===== config.mk =====
export PLATFORM = sky130hd
export DESIGN_NAME = pcrg_sqrt
export DESIGN_NICKNAME = d
export VERILOG_FILES = /design/src/rtl/pcrg_pkg.sv /design/src/rtl/pcrg_sqrt.sv
export SDC_FILE = /design/constraint.sdc
export NUM_CORES = 2
export LEC_CHECK = 0
export BUFFER_PORTS_ARGS = -buffer_cell sky130_fd_sc_hd__buf_2
export CAP_MARGIN = 15
export CELL_PAD_IN_SITES_DETAIL_PLACEMENT = 1
export CELL_PAD_IN_SITES_GLOBAL_PLACEMENT = 2
export CORE_ASPECT_RATIO = 1.5
export CORE_MARGIN = 8
export CORE_UTILIZATION = 40
export CTS_BUF_LIST = sky130_fd_sc_hd__clkbuf_4 sky130_fd_sc_hd__clkbuf_8
export CTS_CLUSTER_SIZE = 14
export DETAILED_ROUTE_END_ITERATION = 10
export PLACE_DENSITY = 0.81
export REMOVE_ABC_BUFFERS = 1
export SLEW_MARGIN = 30
export SYNTH_ARGS = -nofsm -noshare
export SYNTH_HDL_FRONTEND = slang
export SYNTH_SLANG_ARGS = --single-unit

===== constraint.sdc =====
create_clock -name clk_i -period 5 [get_ports clk_i]
set_input_delay 0.5 -clock clk_i [delete_from_list [all_inputs] [get_ports clk_i]]
set_output_delay 0.5 -clock clk_i [all_outputs]
set_load 0.01 [all_outputs]

===== src/rtl/pcrg_pkg.sv =====
// shared types, widths and helpers for the pinhole camera ray generator
// no dependencies; imported by every module of the block
package pcrg_pkg;

  // fixed-point and field widths
  localparam int unsigned FRAC_BITS  = 14;
  localparam int unsigned MAX_SIDE   = 4096;
  localparam int unsigned SIDE_W     = 13;
  localparam int unsigned TAN_W      = 16;
  localparam int unsigned TY_W       = 29;
  localparam int unsigned COEF_W     = 16;
  localparam int unsigned ROW_W      = 48;
  localparam int unsigned POS_W      = 60;
  localparam int unsigned COORD_W    = 20;
  localparam int unsigned CFG_DATA_W = 60;
  localparam int unsigned CFG_IDX_W  = 3;

  // pipelined divider: quotient of at most FRAC_BITS + 1 bits
  localparam int unsigned DIV_NUM_W  = 44;
  localparam int unsigned DIV_DEN_W  = 29;
  localparam int unsigned DIV_QUO_W  = FRAC_BITS + 1;
  localparam int unsigned DIV_STAGES = DIV_QUO_W;

  // pipelined square root of the squared length
  localparam int unsigned LEN_W      = 58;
  localparam int unsigned ROOT_W     = LEN_W / 2;
  localparam int unsigned SQRT_STAGES = ROOT_W;

  // register indexes of the configuration port
  typedef enum logic [CFG_IDX_W-1:0] {
    REG_IMAGE_WIDTH   = 3'd0,
    REG_IMAGE_HEIGHT  = 3'd1,
    REG_TAN_HALF_HORZ = 3'd2,
    REG_ROT_ROW_X     = 3'd3,
    REG_ROT_ROW_Y     = 3'd4,
    REG_ROT_ROW_Z     = 3'd5,
    REG_CAM_POSITION  = 3'd6,
    REG_UNUSED        = 3'd7
  } cfg_reg_e;

  // sequencer for the vertical tangent division
  typedef enum logic [2:0] {
    ST_IDLE = 3'b001,
    ST_MUL  = 3'b010,
    ST_DIV  = 3'b100
  } ty_state_e;

  typedef struct packed {
    logic [SIDE_W-1:0] pixel_x;
    logic [SIDE_W-1:0] pixel_y;
  } pixel_t;

  typedef struct packed {
    logic signed [15:0]        direction_x;
    logic signed [15:0]        direction_y;
    logic signed [15:0]        direction_z;
    logic signed [COORD_W-1:0] origin_x;
    logic signed [COORD_W-1:0] origin_y;
    logic signed [COORD_W-1:0] origin_z;
  } ray_t;

  // settled camera setup handed from the register block to the datapath
  typedef struct packed {
    logic              busy;
    logic [SIDE_W-1:0] side_w;
    logic [SIDE_W-1:0] side_h;
    logic [TAN_W-1:0]  tan_x;
    logic [TY_W-1:0]   tan_y;
    logic [ROW_W-1:0]  rot_x;
    logic [ROW_W-1:0]  rot_y;
    logic [ROW_W-1:0]  rot_z;
    logic [POS_W-1:0]  position;
  } cam_cfg_t;

  // zero side counts as one, oversized side as the maximum
  function automatic logic [SIDE_W-1:0] clamp_side(input logic [SIDE_W-1:0] v);
    logic [SIDE_W-1:0] r;
    if (v == '0) begin
      r = SIDE_W'(1);
    end else if (v > SIDE_W'(MAX_SIDE)) begin
      r = SIDE_W'(MAX_SIDE);
    end else begin
      r = v;
    end
    return r;
  endfunction

endpackage


===== src/rtl/pcrg_sqrt.sv =====
// pipelined integer square root (floor), one root bit per stage
// depends on pcrg_pkg
module pcrg_sqrt import pcrg_pkg::*; (
  input  logic              clk_i,
  input  logic              en_i,
  input  logic [LEN_W-1:0]  rad_i,
  output logic [ROOT_W-1:0] root_o
);

  logic [LEN_W-1:0] x_q [SQRT_STAGES];
  logic [LEN_W-1:0] x_d [SQRT_STAGES];
  logic [LEN_W-1:0] r_q [SQRT_STAGES];
  logic [LEN_W-1:0] r_d [SQRT_STAGES];

  // digit-by-digit root with a fixed test bit per stage
  always_comb begin
    logic [LEN_W-1:0] x;
    logic [LEN_W-1:0] r;
    logic [LEN_W-1:0] b;
    for (int k = 0; k < SQRT_STAGES; k++) begin
      if (k == 0) begin
        x = rad_i;
        r = '0;
      end else begin
        x = x_q[k-1];
        r = r_q[k-1];
      end
      b = LEN_W'(1) << (2 * (SQRT_STAGES - 1 - k));
      if (x >= r + b) begin
        x = x - (r + b);
        r = (r >> 1) + b;
      end else begin
        r = r >> 1;
      end
      x_d[k] = x;
      r_d[k] = r;
    end
  end

  always_ff @(posedge clk_i) begin
    if (en_i) begin
      x_q <= x_d;
      r_q <= r_d;
    end
  end

  assign root_o = r_q[SQRT_STAGES-1][ROOT_W-1:0];

endmodule


==> impl_summary.md <==
Global routing
The largest net degree at the start of global routing is 156. The number of global-route vias before repair is 70,780. The overall fraction of global-route tracks in use is 19.92%. The total grt overflow is 0. The first global-routing pass estimated 408,900 µm of wire.

The number of antenna violations at the first check in global routing is 6.

Placed design
The congestion estimate from routability-driven global placement came to 0.9330. The number of buffers added on ports is 88. Detailed placement finished with a half-perimeter wire length of 205,000 µm. The number of cells in the design after placement is 11,050.

Critical path
The type of the worst setup path is reg2reg. The highest cell delay on the worst timing path is 800 ps. The origin of the critical flop-to-flop path is x_q[685]$_DFFE_PP_. Along the worst path, the maximum fanout reaches 22. STA puts the critical path data required time at 5600 ps.

The largest individual stage delay along the critical path comes from the cell sky130_fd_sc_hd__or2_1. The worst setup path is launched from a flip-flop. Walking the worst path, the cells encountered are or4_4 -> or4_4 -> nor3_4 -> o211ai_1 -> buf_4 -> a311oi_2 -> o21a_1 -> or2_1 -> buf_4 -> o21ai_0. Counting cells, the worst reg-to-reg path comes to 10. The kind of end point of the critical path is a flip-flop. Together, buffers and inverters on the worst path number 2. The reg2reg setup slack is 270 ps. Broken down by cell family, the worst path's largest delay share belongs to simple AND/OR/NAND/NOR gates. The endpoint identified for the worst register-to-register timing path is x_q[602]$_DFFE_PP_. For the worst setup path, the data arrival time is 5340 ps.

CTS
Buffers added to address setup during post-CTS repair amount to 0. The H-tree depth is 5. TritonCTS built the clock tree. Counting every sink on the clock net gives 2,059.

The number of buffers created by CTS is 323. At the later pin of the worst-skew pair, clock insertion delay measures 1000 ps. The deepest clock path buffer count is 4.

The clock root buffer master is sky130_fd_sc_hd__clkbuf_8. In this run, post-CTS repair resized a total of 0 instances. After clock tree synthesis, the clock-pin slew on the worst setup and hold paths is 80 ps. Hold repair after CTS inserted 59 buffers.

Die
The floorplan step set the die width to 421.1 µm. The area of the die is 0.2626 mm². The die height is 623.6 µm. The effective utilization at floorplan is 40.10%. In this run the core area contains 223 standard-cell rows.

The area of the core region is 0.2455 mm². The count of boundary I/O pins is 89.

Yosys
The warning count from the yosys run is 0. Counting distinct cell types in the post-synthesis netlist gives 97. The proportion of register bits with asynchronous set or reset after synthesis is 0%. Each instance of the synthesized netlist takes up on average 12.73 µm².

The dominant cell type by area after synthesis is sky130_fd_sc_hd__edfxtp_1. The area fraction of the dominant cell type after synthesis is 62.80%. Yosys mapped a number of flops with a built-in enable equal to 2,059. In the synthesized netlist the dominant register cell turns out to be sky130_fd_sc_hd__edfxtp_1. The synthesized netlist cell count is 7,737.

After synthesis the netlist holds a flip-flop and latch count of 2,059. The cell area after synthesis is 0.09846 mm². The sequential-to-total area share from yosys stat is 62.80%.

In the post-synthesis netlist, the biggest area contributors are sky130_fd_sc_hd__edfxtp_1, sky130_fd_sc_hd__ha_1, sky130_fd_sc_hd__xnor2_1.

Final layout
The register cell area after layout is 0.06183 mm². Once layout is complete, the utilization of the core stands at 44.98%. After filler insertion, the fill cell instance count of the layout stands at 25,660. Leaving out filler cells and counting taps, the final layout contains 11,680. The net count of the finished layout is 8,696.

In the final layout, the share of cells above drive strength 1 is 10.41%. The area of combinational cells with multiple inputs is 0.03404 mm². The layout overhead on the synthesized area is 12.16%.

Route
The violation count after the first detailed-route iteration is 3,310. The remaining design rule violation count is 0. Summed over all layers, the routed wires come to 271,300 µm.

The number of optimization iterations in the first detailed-route pass is 5. The average wire length per cell after detail routing is 23.23 µm. The number of vias per cell is 5.460. The detailed router placed 63,780 vias in this run. The count of nets left with antenna violations once routing finished came out at 0.

Timing
The part of the cycle the worst path needs is 94.61%. The maximum frequency from static timing analysis is 211.4 MHz. The number of max-slew violations in the final report was 0.

The relative slew slack is 27.76%. The final-report hold violation count is 0. After layout, the minimum clock period comes to 4731 ps. The setup TNS is 0 ps.

Setup repair after global routing left no endpoint under its margin. The setup violation total in the final timing report is 0. Final hold analysis gives a worst-case slack of 184.2 ps. The clock arrives with 136.2 ps of skew.

The actual slew at the worst max-slew pin is 1074 ps.

Pwr
The total power draw is 0.04862 W. The ratio of total power to cell area is 440.2 mW/mm². For this design the static power due to leakage is 41.27 nW. The worst-case IR drop observed on VDD is 0.3694 mV.

Min path
The cell depth of the worst min-delay path is 2. The worst hold endpoint is x_q[1645]$_DFFE_PP_. The worst hold path begins at rad_i[21].

The class of the tightest hold or removal check is in2reg.

Run status
The run finished with clean final reports.

Flow run
Max-cap violations in this run came to 0.
## metrics by stage
step           setup slack [ps]  area (µm²)
6_report                  269.3      110400
5_1_grt                   307.5      110400
4_1_cts                   284.6      110400
3_5_place_dp              309.5      103500
3_3_place_gp             -206.4      103400
2_1_floorplan             -1649       97810
## cell type report
type / count / area share (%)
Sequential cell: 2059 / 55.99
Multi-Input combinational cell: 4970 / 30.83
Clock buffer: 402 / 4.608
Tap cell: 3262 / 3.696
Inverter: 563 / 1.914
Timing Repair Buffer: 259 / 1.910
Clock inverter: 158 / 1.041
Antenna cell: 8 / 0.01813
## where the power goes
group	internal [W]	total [W]	switching [W]
Combinational	0.00428	0.0105	0.00624
Sequential	0.0219	0.0238	0.00188
Clock	0.00748	0.0143	0.00682
## synth_stat cells, drive strengths merged (39+ instances only)
master	number
a211oi	39
a21o	166
a21oi	512
buf	56
clkbuf	89
edfxtp	2059
ha	460
inv	562
mux2	84
nand2	405
nand2b	108
nand3	153
nand4	127
nor2	562
nor2b	64
nor3	207
nor4	261
o21a	85
o21ai	306
or3	74
or4	58
xnor2	432
xor2	289
## worst register-to-register path, delay by kind of cell, from the launching register on
family,cells,cell delay (ps)
flip-flops,1,490
AND/OR/NAND/NOR,4,2080
buffers and inverters,2,570
AO/OA/AOI/OAI,4,1290
## sequential cells by signal, summed over array words and instances, names as in the netlist
name    cells
root_o     29
r_q       406
x_q      1624
## layer usage
metal	vias up	global-route usage, %	share of wire [%]
met5	-	0	0
met4	0	13.55	7.8
met3	810	2.704	3.4
met2	1481	42.13	59
met1	31680	16.34	30
li1	29810	-	-
## how the worst max path moves through the flow
stage / startpoint / endpoint / slack, ps / cells after the start
3_5_place_dp: x_q[685]$_DFFE_PP_ / x_q[602]$_DFFE_PP_ / 310 / 10
5_1_grt: x_q[685]$_DFFE_PP_ / x_q[602]$_DFFE_PP_ / 310 / 10
2_1_floorplan: x_q[121]$_DFFE_PP_ / x_q[115]$_DFFE_PP_ / -1650 / 10
3_3_place_gp: x_q[685]$_DFFE_PP_ / x_q[603]$_DFFE_PP_ / -210 / 9
6_report: x_q[685]$_DFFE_PP_ / x_q[602]$_DFFE_PP_ / 270 / 10
4_1_cts: x_q[685]$_DFFE_PP_ / x_q[602]$_DFFE_PP_ / 280 / 10
## layout by cell type, fill, tap and decap left out, types with 36 or more instances in the layout
cell                            netlist  routed
sky130_fd_sc_hd__nand2b_1           108     107
sky130_fd_sc_hd__xor2_1             289     289
sky130_fd_sc_hd__a31oi_1             36      36
sky130_fd_sc_hd__ha_1               460     460
sky130_fd_sc_hd__clkbuf_4             0      71
sky130_fd_sc_hd__nand2_1            405     405
sky130_fd_sc_hd__dlygate4sd3_1        0      60
sky130_fd_sc_hd__nor2_1             561     561
sky130_fd_sc_hd__nand4_1            127     127
sky130_fd_sc_hd__or3_1               74      74
sky130_fd_sc_hd__a21o_1             166     166
sky130_fd_sc_hd__a211oi_1            36      36
sky130_fd_sc_hd__buf_2               42      87
sky130_fd_sc_hd__a21oi_1            512     512
sky130_fd_sc_hd__o21ai_0            299     299
sky130_fd_sc_hd__mux2_2              84      84
sky130_fd_sc_hd__clkinv_2             0      54
sky130_fd_sc_hd__buf_4                1      94
sky130_fd_sc_hd__nor4_1             258     244
sky130_fd_sc_hd__o21a_1              85      85
sky130_fd_sc_hd__nor2b_1             64      64
sky130_fd_sc_hd__nand3_1            152     152
sky130_fd_sc_hd__edfxtp_1          2059    2059
sky130_fd_sc_hd__inv_1              561     561
sky130_fd_sc_hd__xnor2_1            432     431
sky130_fd_sc_hd__clkbuf_8             0     331
sky130_fd_sc_hd__clkinv_1             1      72
sky130_fd_sc_hd__or4_1               54      54
sky130_fd_sc_hd__nor3_1             204     203
## kinds of logic after synthesis
group	count (synthesis)	share of synthesized area, %
xor+xnor	721	6.414
fa+ha+maj	460	5.846
mux	92	1.042
simple gates	2293	12.23
buf+inv	708	2.802
flops	2059	62.80
compound gates	1404	8.870
Power figures use the tool's default switching activity.
