`src/rtl/pcrg_pkg.sv`:
```
// shared types, widths and helpers for the pinhole camera ray generator
// no dependencies; imported by every module of the block
package pcrg_pkg;

  // fixed-point and field widths
  localparam int unsigned FRAC_BITS  = 14;
  localparam int unsigned MAX_SIDE   = 4096;
  localparam int unsigned SIDE_W     = 13;
  localparam int unsigned TAN_W      = 16;
  localparam int unsigned TY_W       = 29;
  localparam int unsigned COEF_W     = 16;
  localparam int unsigned ROW_W      = 48;
  localparam int unsigned POS_W      = 60;
  localparam int unsigned COORD_W    = 20;
  localparam int unsigned CFG_DATA_W = 60;
  localparam int unsigned CFG_IDX_W  = 3;

  // pipelined divider: quotient of at most FRAC_BITS + 1 bits
  localparam int unsigned DIV_NUM_W  = 44;
  localparam int unsigned DIV_DEN_W  = 29;
  localparam int unsigned DIV_QUO_W  = FRAC_BITS + 1;
  localparam int unsigned DIV_STAGES = DIV_QUO_W;

  // pipelined square root of the squared length
  localparam int unsigned LEN_W      = 58;
  localparam int unsigned ROOT_W     = LEN_W / 2;
  localparam int unsigned SQRT_STAGES = ROOT_W;

  // register indexes of the configuration port
  typedef enum logic [CFG_IDX_W-1:0] {
    REG_IMAGE_WIDTH   = 3'd0,
    REG_IMAGE_HEIGHT  = 3'd1,
    REG_TAN_HALF_HORZ = 3'd2,
    REG_ROT_ROW_X     = 3'd3,
    REG_ROT_ROW_Y     = 3'd4,
    REG_ROT_ROW_Z     = 3'd5,
    REG_CAM_POSITION  = 3'd6,
    REG_UNUSED        = 3'd7
  } cfg_reg_e;

  // sequencer for the vertical tangent division
  typedef enum logic [2:0] {
    ST_IDLE = 3'b001,
    ST_MUL  = 3'b010,
    ST_DIV  = 3'b100
  } ty_state_e;

  typedef struct packed {
    logic [SIDE_W-1:0] pixel_x;
    logic [SIDE_W-1:0] pixel_y;
  } pixel_t;

  typedef struct packed {
    logic signed [15:0]        direction_x;
    logic signed [15:0]        direction_y;
    logic signed [15:0]        direction_z;
    logic signed [COORD_W-1:0] origin_x;
    logic signed [COORD_W-1:0] origin_y;
    logic signed [COORD_W-1:0] origin_z;
  } ray_t;

  // settled camera setup handed from the register block to the datapath
  typedef struct packed {
    logic              busy;
    logic [SIDE_W-1:0] side_w;
    logic [SIDE_W-1:0] side_h;
    logic [TAN_W-1:0]  tan_x;
    logic [TY_W-1:0]   tan_y;
    logic [ROW_W-1:0]  rot_x;
    logic [ROW_W-1:0]  rot_y;
    logic [ROW_W-1:0]  rot_z;
    logic [POS_W-1:0]  position;
  } cam_cfg_t;

  // zero side counts as one, oversized side as the maximum
  function automatic logic [SIDE_W-1:0] clamp_side(input logic [SIDE_W-1:0] v);
    logic [SIDE_W-1:0] r;
    if (v == '0) begin
      r = SIDE_W'(1);
    end else if (v > SIDE_W'(MAX_SIDE)) begin
      r = SIDE_W'(MAX_SIDE);
    end else begin
      r = v;
    end
    return r;
  endfunction

endpackage

```
`src/rtl/pcrg_div.sv`:
```
// pipelined restoring divider, one quotient bit per stage
// depends on pcrg_pkg; quotient must fit DIV_QUO_W bits
module pcrg_div import pcrg_pkg::*; (
  input  logic                 clk_i,
  input  logic                 en_i,
  input  logic [DIV_NUM_W-1:0] num_i,
  input  logic [DIV_DEN_W-1:0] den_i,
  output logic [DIV_QUO_W-1:0] quo_o
);

  logic [DIV_NUM_W-1:0] rem_q [DIV_STAGES];
  logic [DIV_NUM_W-1:0] rem_d [DIV_STAGES];
  logic [DIV_DEN_W-1:0] den_q [DIV_STAGES];
  logic [DIV_DEN_W-1:0] den_d [DIV_STAGES];
  logic [DIV_QUO_W-1:0] quo_q [DIV_STAGES];
  logic [DIV_QUO_W-1:0] quo_d [DIV_STAGES];

  // each stage tries the shifted divisor for its own quotient bit
  always_comb begin
    logic [DIV_NUM_W-1:0] r;
    logic [DIV_NUM_W-1:0] t;
    logic [DIV_QUO_W-1:0] q;
    logic [DIV_DEN_W-1:0] d;
    for (int k = 0; k < DIV_STAGES; k++) begin
      if (k == 0) begin
        r = num_i;
        d = den_i;
        q = '0;
      end else begin
        r = rem_q[k-1];
        d = den_q[k-1];
        q = quo_q[k-1];
      end
      t = DIV_NUM_W'(d) << (DIV_STAGES - 1 - k);
      if (r >= t) begin
        r = r - t;
        q[DIV_STAGES-1-k] = 1'b1;
      end
      rem_d[k] = r;
      den_d[k] = d;
      quo_d[k] = q;
    end
  end

  always_ff @(posedge clk_i) begin
    if (en_i) begin
      rem_q <= rem_d;
      den_q <= den_d;
      quo_q <= quo_d;
    end
  end

  assign quo_o = quo_q[DIV_STAGES-1];

endmodule

```
`config.mk`:
```
export PLATFORM = sky130hd
export DESIGN_NAME = pcrg_div
export DESIGN_NICKNAME = d
export VERILOG_FILES = /design/src/rtl/pcrg_pkg.sv /design/src/rtl/pcrg_div.sv
export SDC_FILE = /design/constraint.sdc
export NUM_CORES = 2
export LEC_CHECK = 0
export ABC_CLOCK_PERIOD_IN_PS = 5900
export BUFFER_PORTS_ARGS = -buffer_cell sky130_fd_sc_hd__buf_2
export CELL_PAD_IN_SITES_DETAIL_PLACEMENT = 0
export CELL_PAD_IN_SITES_GLOBAL_PLACEMENT = 2
export CORE_ASPECT_RATIO = 0.5
export CORE_MARGIN = 2
export CORE_UTILIZATION = 42
export DETAILED_ROUTE_END_ITERATION = 10
export PLACE_DENSITY_LB_ADDON = 0.1
export SLEW_MARGIN = 10
export SYNTH_ARGS = -nofsm -noshare
export SYNTH_HDL_FRONTEND = slang
export SYNTH_SLANG_ARGS = --single-unit
```
`constraint.sdc`:
```
create_clock -name clk_i -period 5.9 [get_ports clk_i]
set_input_delay 0.295 -clock clk_i [delete_from_list [all_inputs] [get_ports clk_i]]
set_output_delay 0.295 -clock clk_i [all_outputs]
set_load 0.01 [all_outputs]
```
==> impl_table.tex <==
\begin{tabular}{lr}
\hline
Metric & Value \\
\hline
\multicolumn{2}{l}{\textbf{Global route}} \\
Maximum number of pins on one net before global-route repair & 166 \\
GRT Total Usage & 17.87\% \\
Number of global-route vias before repair & 43.27k \\
Initial antenna violation count & 0 \\
Total global routing overflow & 0 \\
Global-route wire length before repair & 228700 um \\
\multicolumn{2}{l}{\textbf{Route}} \\
Post-DRT Antenna Nets & 0 \\
First-pass detailed-route iteration total & 6 \\
Routed length on met2 & 65100 um \\
Detailed-route wire length on metal 1 & 66700 um \\
DRC violation count after routing & 0 \\
Via count & 42.87k \\
Average via count per standard cell & 5.193 \\
Iteration-0 DRC Markers & 2921 \\
Routed met3 length & 3902 um \\
Routed WL per cell & 17.11 um \\
Post-detailed-routing wire length & 141200 um \\
Top routing layer in use & met4 \\
\multicolumn{2}{l}{\textbf{Flow run}} \\
Total of max-cap violations & 0 \\
\multicolumn{2}{l}{\textbf{Power and ir drop}} \\
Max VDD drop & 0.0002833 V \\
Static Leakage & 28.49 nW \\
Total power per unit cell area & 475.1 nW/um2 \\
Total design power & 0.03416 W \\
\multicolumn{2}{l}{\textbf{Clock network}} \\
\# Post-CTS Setup Buffers & 0 \\
Cts-stage hold buffer count & 73 \\
Clock buffers created by TritonCTS & 111 \\
Clock latency reported for the late side of the worst-skew pair & 0.70 ns \\
Clock slew at reported path FFs & 0.06 ns \\
Clock tree from TritonCTS & done \\
Clock sinks & 1142 \\
CTS Root Buffer Type & sky130\_fd\_sc\_hd\_\_clkbuf\_16 \\
Number of H-tree branching levels & 3 \\
Number of cells upsized or downsized after cts & 0 \\
Buffer depth of the longest clock path & 3 \\
\multicolumn{2}{l}{\textbf{Timing}} \\
Max\_slew headroom & 30.43\% \\
Worst Max-Slew Pin Slew & 1.041 ns \\
Hold Violations, Final & 0 \\
Final setup TNS & 0 ns \\
Ratio of final minimum period to clock period & 71.58\% \\
Final period demand of the worst path & 4.223 ns \\
Skew final & 0.02843 ns \\
Pins over their slew limit & 0 \\
Number of setup violations in the final report & 0 \\
Setup repair after global routing missed its margin & false \\
Highest Clock Rate & 0.2368 GHz \\
\multicolumn{2}{l}{\textbf{Setup path}} \\
Startpoint-to-endpoint class of the critical path & register to register \\
Required time worst endpoint & 6.35 ns \\
Maximum cell stage delay along the critical path & 0.43 ns \\
Depth of the critical timing path with buffers and inverters included & 15 \\
Worst EP arrival & 4.67 ns \\
CP Max Fanout & 58 \\
Critical Path Start Type & register \\
Critical path, cell by cell & inv\_1, ha\_1, inv\_1, fa\_1, a211oi\_1, o21ai\_1, a32oi\_1, o21bai\_1, a311o\_1, a31oi\_1, o31ai\_4, buf\_4, a21boi\_0, nand4\_1, xnor2\_1 \\
Crit path max-delay cell type & sky130\_fd\_sc\_hd\_\_a311o\_1 \\
R2R cell count & 15 \\
R2R Setup Slk & 1.68 ns \\
Cell seen most often among critical-path stages & sky130\_fd\_sc\_hd\_\_inv\_1 \\
Cell type group with the largest total delay on the critical path & compound AO/OA/AOI/OAI gates \\
Bufs and invs on worst path & 3 \\
Critical Path Sink Type & register \\
\multicolumn{2}{l}{\textbf{Synthesis}} \\
Post-synthesis cell count & 5960 \\
Post-synth ARST share & 0\% \\
Library cells used by synthesis & 85 \\
Combinational family with the most area after synthesis & compound AO/OA/AOI/OAI gates \\
Average instance area after synthesis & 10.86 um2 \\
Share of the synthesized area in compound gates (AO/OA/AOI/OAI) & 15.72\% \\
Post-synthesis net count & 6484 \\
Number of synthesized register bits & 1142 \\
Sequential-to-total area share from yosys stat & 52.96\% \\
Post-synth EDFFs & 1142 \\
Portion of netlist area occupied by mux cells & 1.090\% \\
Synth Flop Type & sky130\_fd\_sc\_hd\_\_edfxtp\_1 \\
Simple-gate share of the synthesized area & 11.04\% \\
Cell Area, Synth & 64750 um2 \\
Number of warnings issued by yosys & 0 \\
Adder-cell share of the synthesized area & 8.838\% \\
XOR/XNOR Fraction of Synth Area & 6.127\% \\
\multicolumn{2}{l}{\textbf{Die}} \\
Number of placement rows & 101 \\
Die Wd & 559.3 um \\
Initial core utilization & 42.49\% \\
Overall die area & 157500 um2 \\
Height of the die & 281.6 um \\
Io pins & 90 \\
Core region area & 152400 um2 \\
\multicolumn{2}{l}{\textbf{Worst hold path}} \\
Worst min path class & input pin to register \\
Hold depth & 1 \\
\multicolumn{2}{l}{\textbf{Layout}} \\
Leading cell type in the layout, fill and taps excluded & sky130\_fd\_sc\_hd\_\_edfxtp\_1 \\
Number of antenna repair diodes & 0 \\
Number of fillers in the final layout & 14.03k \\
Commonest cells after routing, fill and taps aside & sky130\_fd\_sc\_hd\_\_edfxtp\_1 (1142), sky130\_fd\_sc\_hd\_\_inv\_1 (549), sky130\_fd\_sc\_hd\_\_a21oi\_1 (517) \\
Net count reported at finish & 6629 \\
Area added between synthesis and finish & 11.04\% \\
Fraction of final layout cells sized beyond drive strength 1 & 6.698\% \\
\multicolumn{2}{l}{\textbf{Placement}} \\
Weighted congestion at the end of routability-driven global placement & 0.8969 \\
Half-perimeter wire length of the detailed placement result & 108600 um \\
PortBufs & 89 \\
\multicolumn{2}{l}{\textbf{Status}} \\
Status & complete, no violations \\
\hline
\end{tabular}
final cells by class:
cell class / count / area, um2 / area share [%]
sequential: 1142 / 34290 / 47.70
multi-input combinational: 4098 / 27830 / 38.71
clock buffer: 136 / 2935 / 4.083
tap: 2060 / 2577 / 3.585
inverter: 550 / 2064 / 2.871
timing repair buffer: 202 / 1574 / 2.189
clock inverter: 68 / 620.6 / 0.8631
through the flow:
step	utilization [%]	std cells	hold slack, ns	setup WS [ns]	area, um2
floorplan	-	5960	0.3939	2.517	64750
global placement	44.36	7979	0.4003	1.731	67610
detailed placement	44.36	7979	0.4045	1.655	67610
CTS	47.18	8256	0.05312	1.688	71900
global route	47.18	8256	0.08698	1.367	71900
finish	47.18	8256	0.08015	1.677	71900
layer usage:
metal	up-vias	track usage [%]
li1	22100	-
met1	19830	23.32
met2	652	30.57
met3	285	2.221
met4	0	6.712
met5	-	0
cells in the mapped netlist, types with 19 or more instances:
library cell,number,area (um2)
sky130_fd_sc_hd__o211ai_1,25,187.7
sky130_fd_sc_hd__nor4_1,63,394.1
sky130_fd_sc_hd__inv_1,549,2061
sky130_fd_sc_hd__nor3_1,74,370.4
sky130_fd_sc_hd__xnor2_1,244,2137
sky130_fd_sc_hd__o21ai_1,19,95.09
sky130_fd_sc_hd__xor2_1,209,1831
sky130_fd_sc_hd__or3_1,27,168.9
sky130_fd_sc_hd__a21oi_1,517,2587
sky130_fd_sc_hd__nand3_1,90,450.4
sky130_fd_sc_hd__nand2b_1,66,412.9
sky130_fd_sc_hd__a31oi_1,40,250.2
sky130_fd_sc_hd__nand2_1,459,1723
sky130_fd_sc_hd__o21ai_0,425,2127
sky130_fd_sc_hd__o21bai_1,56,420.4
sky130_fd_sc_hd__edfxtp_1,1142,34290
sky130_fd_sc_hd__o31ai_1,28,210.2
sky130_fd_sc_hd__nor2b_1,70,437.9
sky130_fd_sc_hd__o21a_1,55,412.9
sky130_fd_sc_hd__and3_1,47,294.0
sky130_fd_sc_hd__mux2_2,60,675.7
sky130_fd_sc_hd__ha_1,435,5443
sky130_fd_sc_hd__a21o_1,262,1967
sky130_fd_sc_hd__nand4_1,82,513.0
sky130_fd_sc_hd__nor2_1,395,1483
sky130_fd_sc_hd__a211o_1,20,175.2
sky130_fd_sc_hd__clkbuf_1,142,533.0
sky130_fd_sc_hd__a211oi_1,30,225.2
sky130_fd_sc_hd__and2_1,19,118.9
final timing paths:
kind | from | endpoint
setup / recovery | rem_q[134]$_DFFE_PP_ | rem_q[127]$_DFFE_PP_
hold / removal | en_i | quo_d[164]$_DFFE_PP_
setup reg to reg | rem_q[134]$_DFFE_PP_ | rem_q[127]$_DFFE_PP_
hold reg to reg | quo_d[3]$_DFFE_PP_ | quo_o[3]$_DFFE_PP_
state kept, by name, summed over array words and instances, names as in the netlist:
name,cells
den_d,406
quo_d,105
quo_o,15
rem_q,616
cells by family after synthesis:
family          after synthesis
fa+ha+maj                   449
mux                          63
simple gates               1488
compound gates             1645
buf+inv                     720
xor+xnor                    453
flops                      1142
power by group:
part / internal [W] / leakage (nW) / switching [W] / total [W]
Clock: 0.00396 / 1.75 / 0.00309 / 0.00706
Combinational: 0.00602 / 15.7 / 0.00813 / 0.0141
Sequential: 0.0117 / 11.1 / 0.00123 / 0.0130
Total: 0.0217 / 28.5 / 0.0125 / 0.0342
(Power assumes the default switching activity.)
