## src/rtl/pcrg_pkg.sv

```systemverilog
// shared types, widths and helpers for the pinhole camera ray generator
// no dependencies; imported by every module of the block
package pcrg_pkg;

  // fixed-point and field widths
  localparam int unsigned FRAC_BITS  = 14;
  localparam int unsigned MAX_SIDE   = 4096;
  localparam int unsigned SIDE_W     = 13;
  localparam int unsigned TAN_W      = 16;
  localparam int unsigned TY_W       = 29;
  localparam int unsigned COEF_W     = 16;
  localparam int unsigned ROW_W      = 48;
  localparam int unsigned POS_W      = 60;
  localparam int unsigned COORD_W    = 20;
  localparam int unsigned CFG_DATA_W = 60;
  localparam int unsigned CFG_IDX_W  = 3;

  // pipelined divider: quotient of at most FRAC_BITS + 1 bits
  localparam int unsigned DIV_NUM_W  = 44;
  localparam int unsigned DIV_DEN_W  = 29;
  localparam int unsigned DIV_QUO_W  = FRAC_BITS + 1;
  localparam int unsigned DIV_STAGES = DIV_QUO_W;

  // pipelined square root of the squared length
  localparam int unsigned LEN_W      = 58;
  localparam int unsigned ROOT_W     = LEN_W / 2;
  localparam int unsigned SQRT_STAGES = ROOT_W;

  // register indexes of the configuration port
  typedef enum logic [CFG_IDX_W-1:0] {
    REG_IMAGE_WIDTH   = 3'd0,
    REG_IMAGE_HEIGHT  = 3'd1,
    REG_TAN_HALF_HORZ = 3'd2,
    REG_ROT_ROW_X     = 3'd3,
    REG_ROT_ROW_Y     = 3'd4,
    REG_ROT_ROW_Z     = 3'd5,
    REG_CAM_POSITION  = 3'd6,
    REG_UNUSED        = 3'd7
  } cfg_reg_e;

  // sequencer for the vertical tangent division
  typedef enum logic [2:0] {
    ST_IDLE = 3'b001,
    ST_MUL  = 3'b010,
    ST_DIV  = 3'b100
  } ty_state_e;

  typedef struct packed {
    logic [SIDE_W-1:0] pixel_x;
    logic [SIDE_W-1:0] pixel_y;
  } pixel_t;

  typedef struct packed {
    logic signed [15:0]        direction_x;
    logic signed [15:0]        direction_y;
    logic signed [15:0]        direction_z;
    logic signed [COORD_W-1:0] origin_x;
    logic signed [COORD_W-1:0] origin_y;
    logic signed [COORD_W-1:0] origin_z;
  } ray_t;

  // settled camera setup handed from the register block to the datapath
  typedef struct packed {
    logic              busy;
    logic [SIDE_W-1:0] side_w;
    logic [SIDE_W-1:0] side_h;
    logic [TAN_W-1:0]  tan_x;
    logic [TY_W-1:0]   tan_y;
    logic [ROW_W-1:0]  rot_x;
    logic [ROW_W-1:0]  rot_y;
    logic [ROW_W-1:0]  rot_z;
    logic [POS_W-1:0]  position;
  } cam_cfg_t;

  // zero side counts as one, oversized side as the maximum
  function automatic logic [SIDE_W-1:0] clamp_side(input logic [SIDE_W-1:0] v);
    logic [SIDE_W-1:0] r;
    if (v == '0) begin
      r = SIDE_W'(1);
    end else if (v > SIDE_W'(MAX_SIDE)) begin
      r = SIDE_W'(MAX_SIDE);
    end else begin
      r = v;
    end
    return r;
  endfunction

endpackage

```

## src/rtl/pcrg_cfg.sv

```systemverilog
// configuration registers and the iterative vertical tangent divider
// depends on pcrg_pkg
module pcrg_cfg import pcrg_pkg::*; (
  input  logic                  clk_i,
  input  logic                  rst_ni,
  input  logic                  cfg_we_i,
  input  logic [CFG_IDX_W-1:0]  cfg_idx_i,
  input  logic [CFG_DATA_W-1:0] cfg_data_i,
  output cam_cfg_t              cam_o
);

  logic [SIDE_W-1:0] width_q, height_q;
  logic [TAN_W-1:0]  tan_q;
  logic [ROW_W-1:0]  rot_x_q, rot_y_q, rot_z_q;
  logic [POS_W-1:0]  pos_q;
  ty_state_e         state_q, state_d;
  logic [TY_W-1:0]   num_q, num_d;
  logic [SIDE_W-1:0] rem_q, rem_d;
  logic [4:0]        cnt_q, cnt_d;
  logic [SIDE_W-1:0] side_w, side_h;
  logic [SIDE_W:0]   trial;
  logic              ge;
  logic              restart;

  assign side_w = clamp_side(width_q);
  assign side_h = clamp_side(height_q);

  // register writes
  always_ff @(posedge clk_i or negedge rst_ni) begin
    if (!rst_ni) begin
      width_q  <= SIDE_W'(640);
      height_q <= SIDE_W'(480);
      tan_q    <= TAN_W'(12793);
      rot_x_q  <= ROW_W'(48'd16384);
      rot_y_q  <= ROW_W'(48'd16384) << 16;
      rot_z_q  <= ROW_W'(48'd16384) << 32;
      pos_q    <= '0;
    end else if (cfg_we_i) begin
      case (cfg_reg_e'(cfg_idx_i))
        REG_IMAGE_WIDTH:   width_q  <= cfg_data_i[SIDE_W-1:0];
        REG_IMAGE_HEIGHT:  height_q <= cfg_data_i[SIDE_W-1:0];
        REG_TAN_HALF_HORZ: tan_q    <= cfg_data_i[TAN_W-1:0];
        REG_ROT_ROW_X:     rot_x_q  <= cfg_data_i[ROW_W-1:0];
        REG_ROT_ROW_Y:     rot_y_q  <= cfg_data_i[ROW_W-1:0];
        REG_ROT_ROW_Z:     rot_z_q  <= cfg_data_i[ROW_W-1:0];
        REG_CAM_POSITION:  pos_q    <= cfg_data_i[POS_W-1:0];
        default: ;
      endcase
    end
  end

  // any write to size or tangent redoes the vertical tangent
  assign restart = cfg_we_i && (cfg_idx_i == REG_IMAGE_WIDTH ||
                                cfg_idx_i == REG_IMAGE_HEIGHT ||
                                cfg_idx_i == REG_TAN_HALF_HORZ);

  // one quotient bit per cycle: ty = round(tx * h / w)
  assign trial = {rem_q, num_q[TY_W-1]};
  assign ge    = trial >= {1'b0, side_w};

  always_comb begin
    state_d = state_q;
    num_d   = num_q;
    rem_d   = rem_q;
    cnt_d   = cnt_q;
    case (state_q)
      ST_IDLE: ;
      ST_MUL: begin
        num_d   = TY_W'(tan_q * side_h) + TY_W'(side_w >> 1);
        rem_d   = '0;
        cnt_d   = '0;
        state_d = ST_DIV;
      end
      ST_DIV: begin
        rem_d = ge ? SIDE_W'(trial - {1'b0, side_w}) : trial[SIDE_W-1:0];
        num_d = {num_q[TY_W-2:0], ge};
        cnt_d = cnt_q + 5'd1;
        if (cnt_q == 5'(TY_W - 1)) begin
          state_d = ST_IDLE;
        end
      end
      default: state_d = ST_MUL;
    endcase
    if (restart) begin
      state_d = ST_MUL;
    end
  end

  always_ff @(posedge clk_i or negedge rst_ni) begin
    if (!rst_ni) begin
      state_q <= ST_MUL;
      cnt_q   <= '0;
    end else begin
      state_q <= state_d;
      cnt_q   <= cnt_d;
    end
  end

  always_ff @(posedge clk_i) begin
    num_q <= num_d;
    rem_q <= rem_d;
  end

  assign cam_o.busy     = state_q != ST_IDLE;
  assign cam_o.side_w   = side_w;
  assign cam_o.side_h   = side_h;
  assign cam_o.tan_x    = tan_q;
  assign cam_o.tan_y    = num_q;
  assign cam_o.rot_x    = rot_x_q;
  assign cam_o.rot_y    = rot_y_q;
  assign cam_o.rot_z    = rot_z_q;
  assign cam_o.position = pos_q;

endmodule

```

## config.mk

```make
export PLATFORM = sky130hd
export DESIGN_NAME = pcrg_cfg
export DESIGN_NICKNAME = d
export VERILOG_FILES = /design/src/rtl/pcrg_pkg.sv /design/src/rtl/pcrg_cfg.sv
export SDC_FILE = /design/constraint.sdc
export NUM_CORES = 1
export LEC_CHECK = 0
export ABC_AREA = 1
export BUFFER_PORTS_ARGS = -buffer_cell sky130_fd_sc_hd__buf_2
export CAP_MARGIN = 20
export CORE_MARGIN = 5
export CORE_UTILIZATION = 62
export DETAILED_ROUTE_END_ITERATION = 16
export PLACE_DENSITY = 0.95
export SLEW_MARGIN = 15
export SYNTH_ARGS = -nofsm -noshare
export SYNTH_HDL_FRONTEND = slang
export SYNTH_SLANG_ARGS = --single-unit
```

## constraint.sdc

```tcl
create_clock -name clk_i -period 13.55 [get_ports clk_i]
set_input_delay 2.0325 -clock clk_i [delete_from_list [all_inputs] [get_ports clk_i]]
set_output_delay 2.0325 -clock clk_i [all_outputs]
set_load 0.01 [all_outputs]
```

==> results.json <==
{
  "track_usage_pct": 35.7,
  "post_cts_buffers": 0,
  "combinationalPowerShare_pct": 54.9,
  "cp.required_ps": 13890,
  "power_frac_clock_pct": 17.3,
  "drt_wl_total_um": 64100,
  "path_cells": "nor4_1 > nand3_1 > nand2_4 > nand2_1 > inv_1 > nand2_1 > fa_1 > fa_1 > fa_1 > inv_1 > fa_1 > fa_1 > inv_1 > fa_1 > inv_1 > ha_1 > nand2_1 > nor2_1 > nand2_1 > nand3b_1 > nand3_1 > nand2_1 > nand3_1 > nand2_1",
  "die_h_um": 188,
  "cts.clk_slew.worst_paths_ps": 70,
  "fin_setup_tns_ps": 0,
  "ys_warn_count": 0,
  "drv_cap": 0,
  "hold_class": "flip-flop to flip-flop",
  "clkSinkCount": 296,
  "end_kind": "flip-flop",
  "grt.overflow.total": 0,
  "clk_latency_ps": 590,
  "fin_crit_sh_pct": 48.9,
  "synthToLayoutAreaGrowth_pct": 14.9,
  "rsz0062_at_grt": "false",
  "netlist_area_mm2": 0.0197,
  "synth-edff-count": 42,
  "cts_made_buffers": 29,
  "start_util_pct": 62.6,
  "fin_cells": 3046,
  "crit_slowest_cell": "fa_1",
  "dieArea_mm2": 0.0354,
  "first_pass_iters": 9,
  "grt_max_degree": 114,
  "maxSlewViolCount": 0,
  "post_cts_resized": 0,
  "grt_antenna_before_repair": 10,
  "critPathMaxFanout": 11,
  "hold_violations": 0,
  "power_mw": 5.03,
  "io_buffers": 341,
  "hpwl_um": 47000,
  "cpPeakStageDelay_ps": 560,
  "mostFrequentLayoutCells": "nand2_1, inv_1, buf_2, o21ai_0, dfrtp_1",
  "route.detailed.drc": 0,
  "synth_top_flop_cell": "dfrtp_1",
  "setup_slack_ps": 6930,
  "final_common_cell": "nand2_1",
  "fmax_mhz": 151,
  "grt_pass1_wl_um": 100000,
  "preCtsSetupSlack_ps": 6910,
  "start_kind": "flip-flop",
  "tightest_slew_ps": 1110,
  "gp_congestion": 0.958,
  "nNetsFinal": 2954,
  "synthArstFlopShare_pct": 85.8,
  "syn_nets": 2662,
  "dr_total_vias": 17500,
  "h-tree-depth": 1,
  "fin_skew_ps": 43.6,
  "core_mm2": 0.0315,
  "critical_path_buf_inv_count": 4,
  "grt_pass1_vias": 18200,
  "p_sw_share_pct": 46.4,
  "crit_arrival_ps": 6960,
  "synthCells": 2321,
  "path_class": "flip-flop to flip-flop",
  "ys_seq_area_share_pct": 38.8,
  "power.internal_mw": 2.69,
  "cts_hold_buf": 0,
  "synth_cell_types": 40,
  "timing.final.crit_period_ps": 6620,
  "p_leak_nw": 12.5,
  "synth_area_per_cell_um2": 8.48,
  "rows": 65,
  "dieWidth_um": 188,
  "clk_path_buf_depth": 3,
  "slew_headroom_pct": 25.9,
  "place_inst": 2983,
  "pwr-share-seq_pct": 27.8,
  "viasPerCell": 5.76,
  "power_density_mw_per_mm2": 222,
  "cts-root-buf": "clkbuf_16",
  "setup_viol": 0,
  "first_iter_violations": 1750,
  "drive_gt1_share_pct": 16.9,
  "wire_per_inst_um": 21.0,
  "ir_drop_uv": 139,
  "cts_tree": "yes",
  "ys_seq_elements": 296,
  "critPathTopFamily": "adder cells",
  "ios": 342,
  "ant_nets": 0,
  "switchingPower_mw": 2.33,
  "status": "complete, no violations"
}
## path summary, 6_finish.rpt
kind	slack, ps	startpoint	cells past startpoint	endpoint
min in group asynchronous	1480	rst_ni	1	rot_z_q[31]$_DFFE_PN0P_
worst min register to register	470	cnt_q[3]$_DFFE_PN0N_	1	cnt_q[3]$_DFFE_PN0N_
worst min-delay path	470	cnt_q[3]$_DFFE_PN0N_	1	cnt_q[3]$_DFFE_PN0N_
worst max register to register	6930	height_q[4]$_DFFE_PN0P_	24	num_q[21]$_DFFE_PN_
max in group asynchronous	10510	rst_ni	2	width_q[11]$_DFFE_PN0P_
worst max-delay path	6930	height_q[4]$_DFFE_PN0P_	24	num_q[21]$_DFFE_PN_
## power by group through the flow
stage | Clock, mW | Sequential [mW] | Combinational [mW]
floorplan | 0 | 1.41 | 1.79
global placement | 0 | 1.38 | 2.63
detailed placement | 0 | 1.39 | 2.72
CTS | 0.867 | 1.39 | 2.75
global route | 0.913 | 1.41 | 3.11
finish | 0.869 | 1.40 | 2.76
## registers in the layout, summed over array words and instances, names as in the netlist
signal,count
rem_q,13
pos_q,60
cnt_q,5
height_q,13
tan_q,16
rot_x_q,48
num_q,29
width_q,13
rot_y_q,48
state_q,3
rot_z_q,48
## worst reg2reg max path, stage by stage (launching register included)
cell,delay (ps)
dfrtp_1,400
nor4_1,310
nand3_1,190
nand2_4,150
nand2_1,300
inv_1,410
nand2_1,140
fa_1,460
fa_1,470
fa_1,560
inv_1,50
fa_1,460
fa_1,550
inv_1,50
fa_1,500
inv_1,40
ha_1,370
nand2_1,120
nor2_1,290
nand2_1,100
nand3b_1,200
nand3_1,100
nand2_1,50
nand3_1,70
nand2_1,60
## layer usage
layer / GRT usage, % / vias to the layer above / routed length (um)
met3: 9.89 / 288 / 6880
met1: 43.0 / 8412 / 22600
met4: 17.1 / 0 / 3840
met5: 0 / - / 0
met2: 59.8 / 1119 / 30700
li1: - / 7726 / -
## cell families after synthesis
| kind of cell | share of synthesized area (%) |
|---|---|
| mux | 0.686 |
| compound gates | 7.70 |
| flops | 38.8 |
| fa+ha+maj | 23.7 |
| buf+inv | 9.43 |
| xor+xnor | 0.489 |
| simple gates | 19.2 |
## Yosys cell counts, types with 4 or more instances
master    instances  area share (%)
dfrtp_1         235              30
buf_1            10            0.19
nor2_1          183             3.5
inv_2             5           0.095
buf_6             7            0.40
nand3b_1          6            0.23
o21bai_1          4            0.15
mux2_2           12            0.69
o21ai_0         248             6.3
nand4_1           6            0.19
dfstp_2          19             2.5
clkbuf_1         43            0.82
ha_1            112             7.1
buf_2            23            0.58
inv_1           376             7.2
nor4_1            6            0.19
a21oi_1          31            0.79
nand2_1         686              13
xnor2_1           7            0.31
nor3_1            5            0.13
fa_1            163              17
or2_2             5            0.16
o21ai_1           6            0.15
nand3_1          53             1.3
edfxtp_1         42             6.4
xor2_1            4            0.18
## cell type report
class / instances / area [um2]
Tap cell: 402 / 503
Multi-Input combinational cell: 1555 / 10200
Timing Repair Buffer: 347 / 1780
Antenna cell: 10 / 25.0
Clock buffer: 44 / 875
Clock inverter: 8 / 134
Fill cell: 2278 / 8850
Inverter: 384 / 1440
Sequential cell: 296 / 7640
## stage by stage
| step | area [um2] | hold slack (ps) | util, % |
|---|---|---|---|
| global route | 22600 | 499 | 71.9 |
| finish | 22600 | 475 | 71.9 |
| global placement | 21600 | 456 | 68.5 |
| CTS | 22600 | 475 | 71.7 |
| floorplan | 19700 | 441 | - |
| detailed placement | 21600 | 467 | 68.5 |
(Power assumes the default switching activity.)
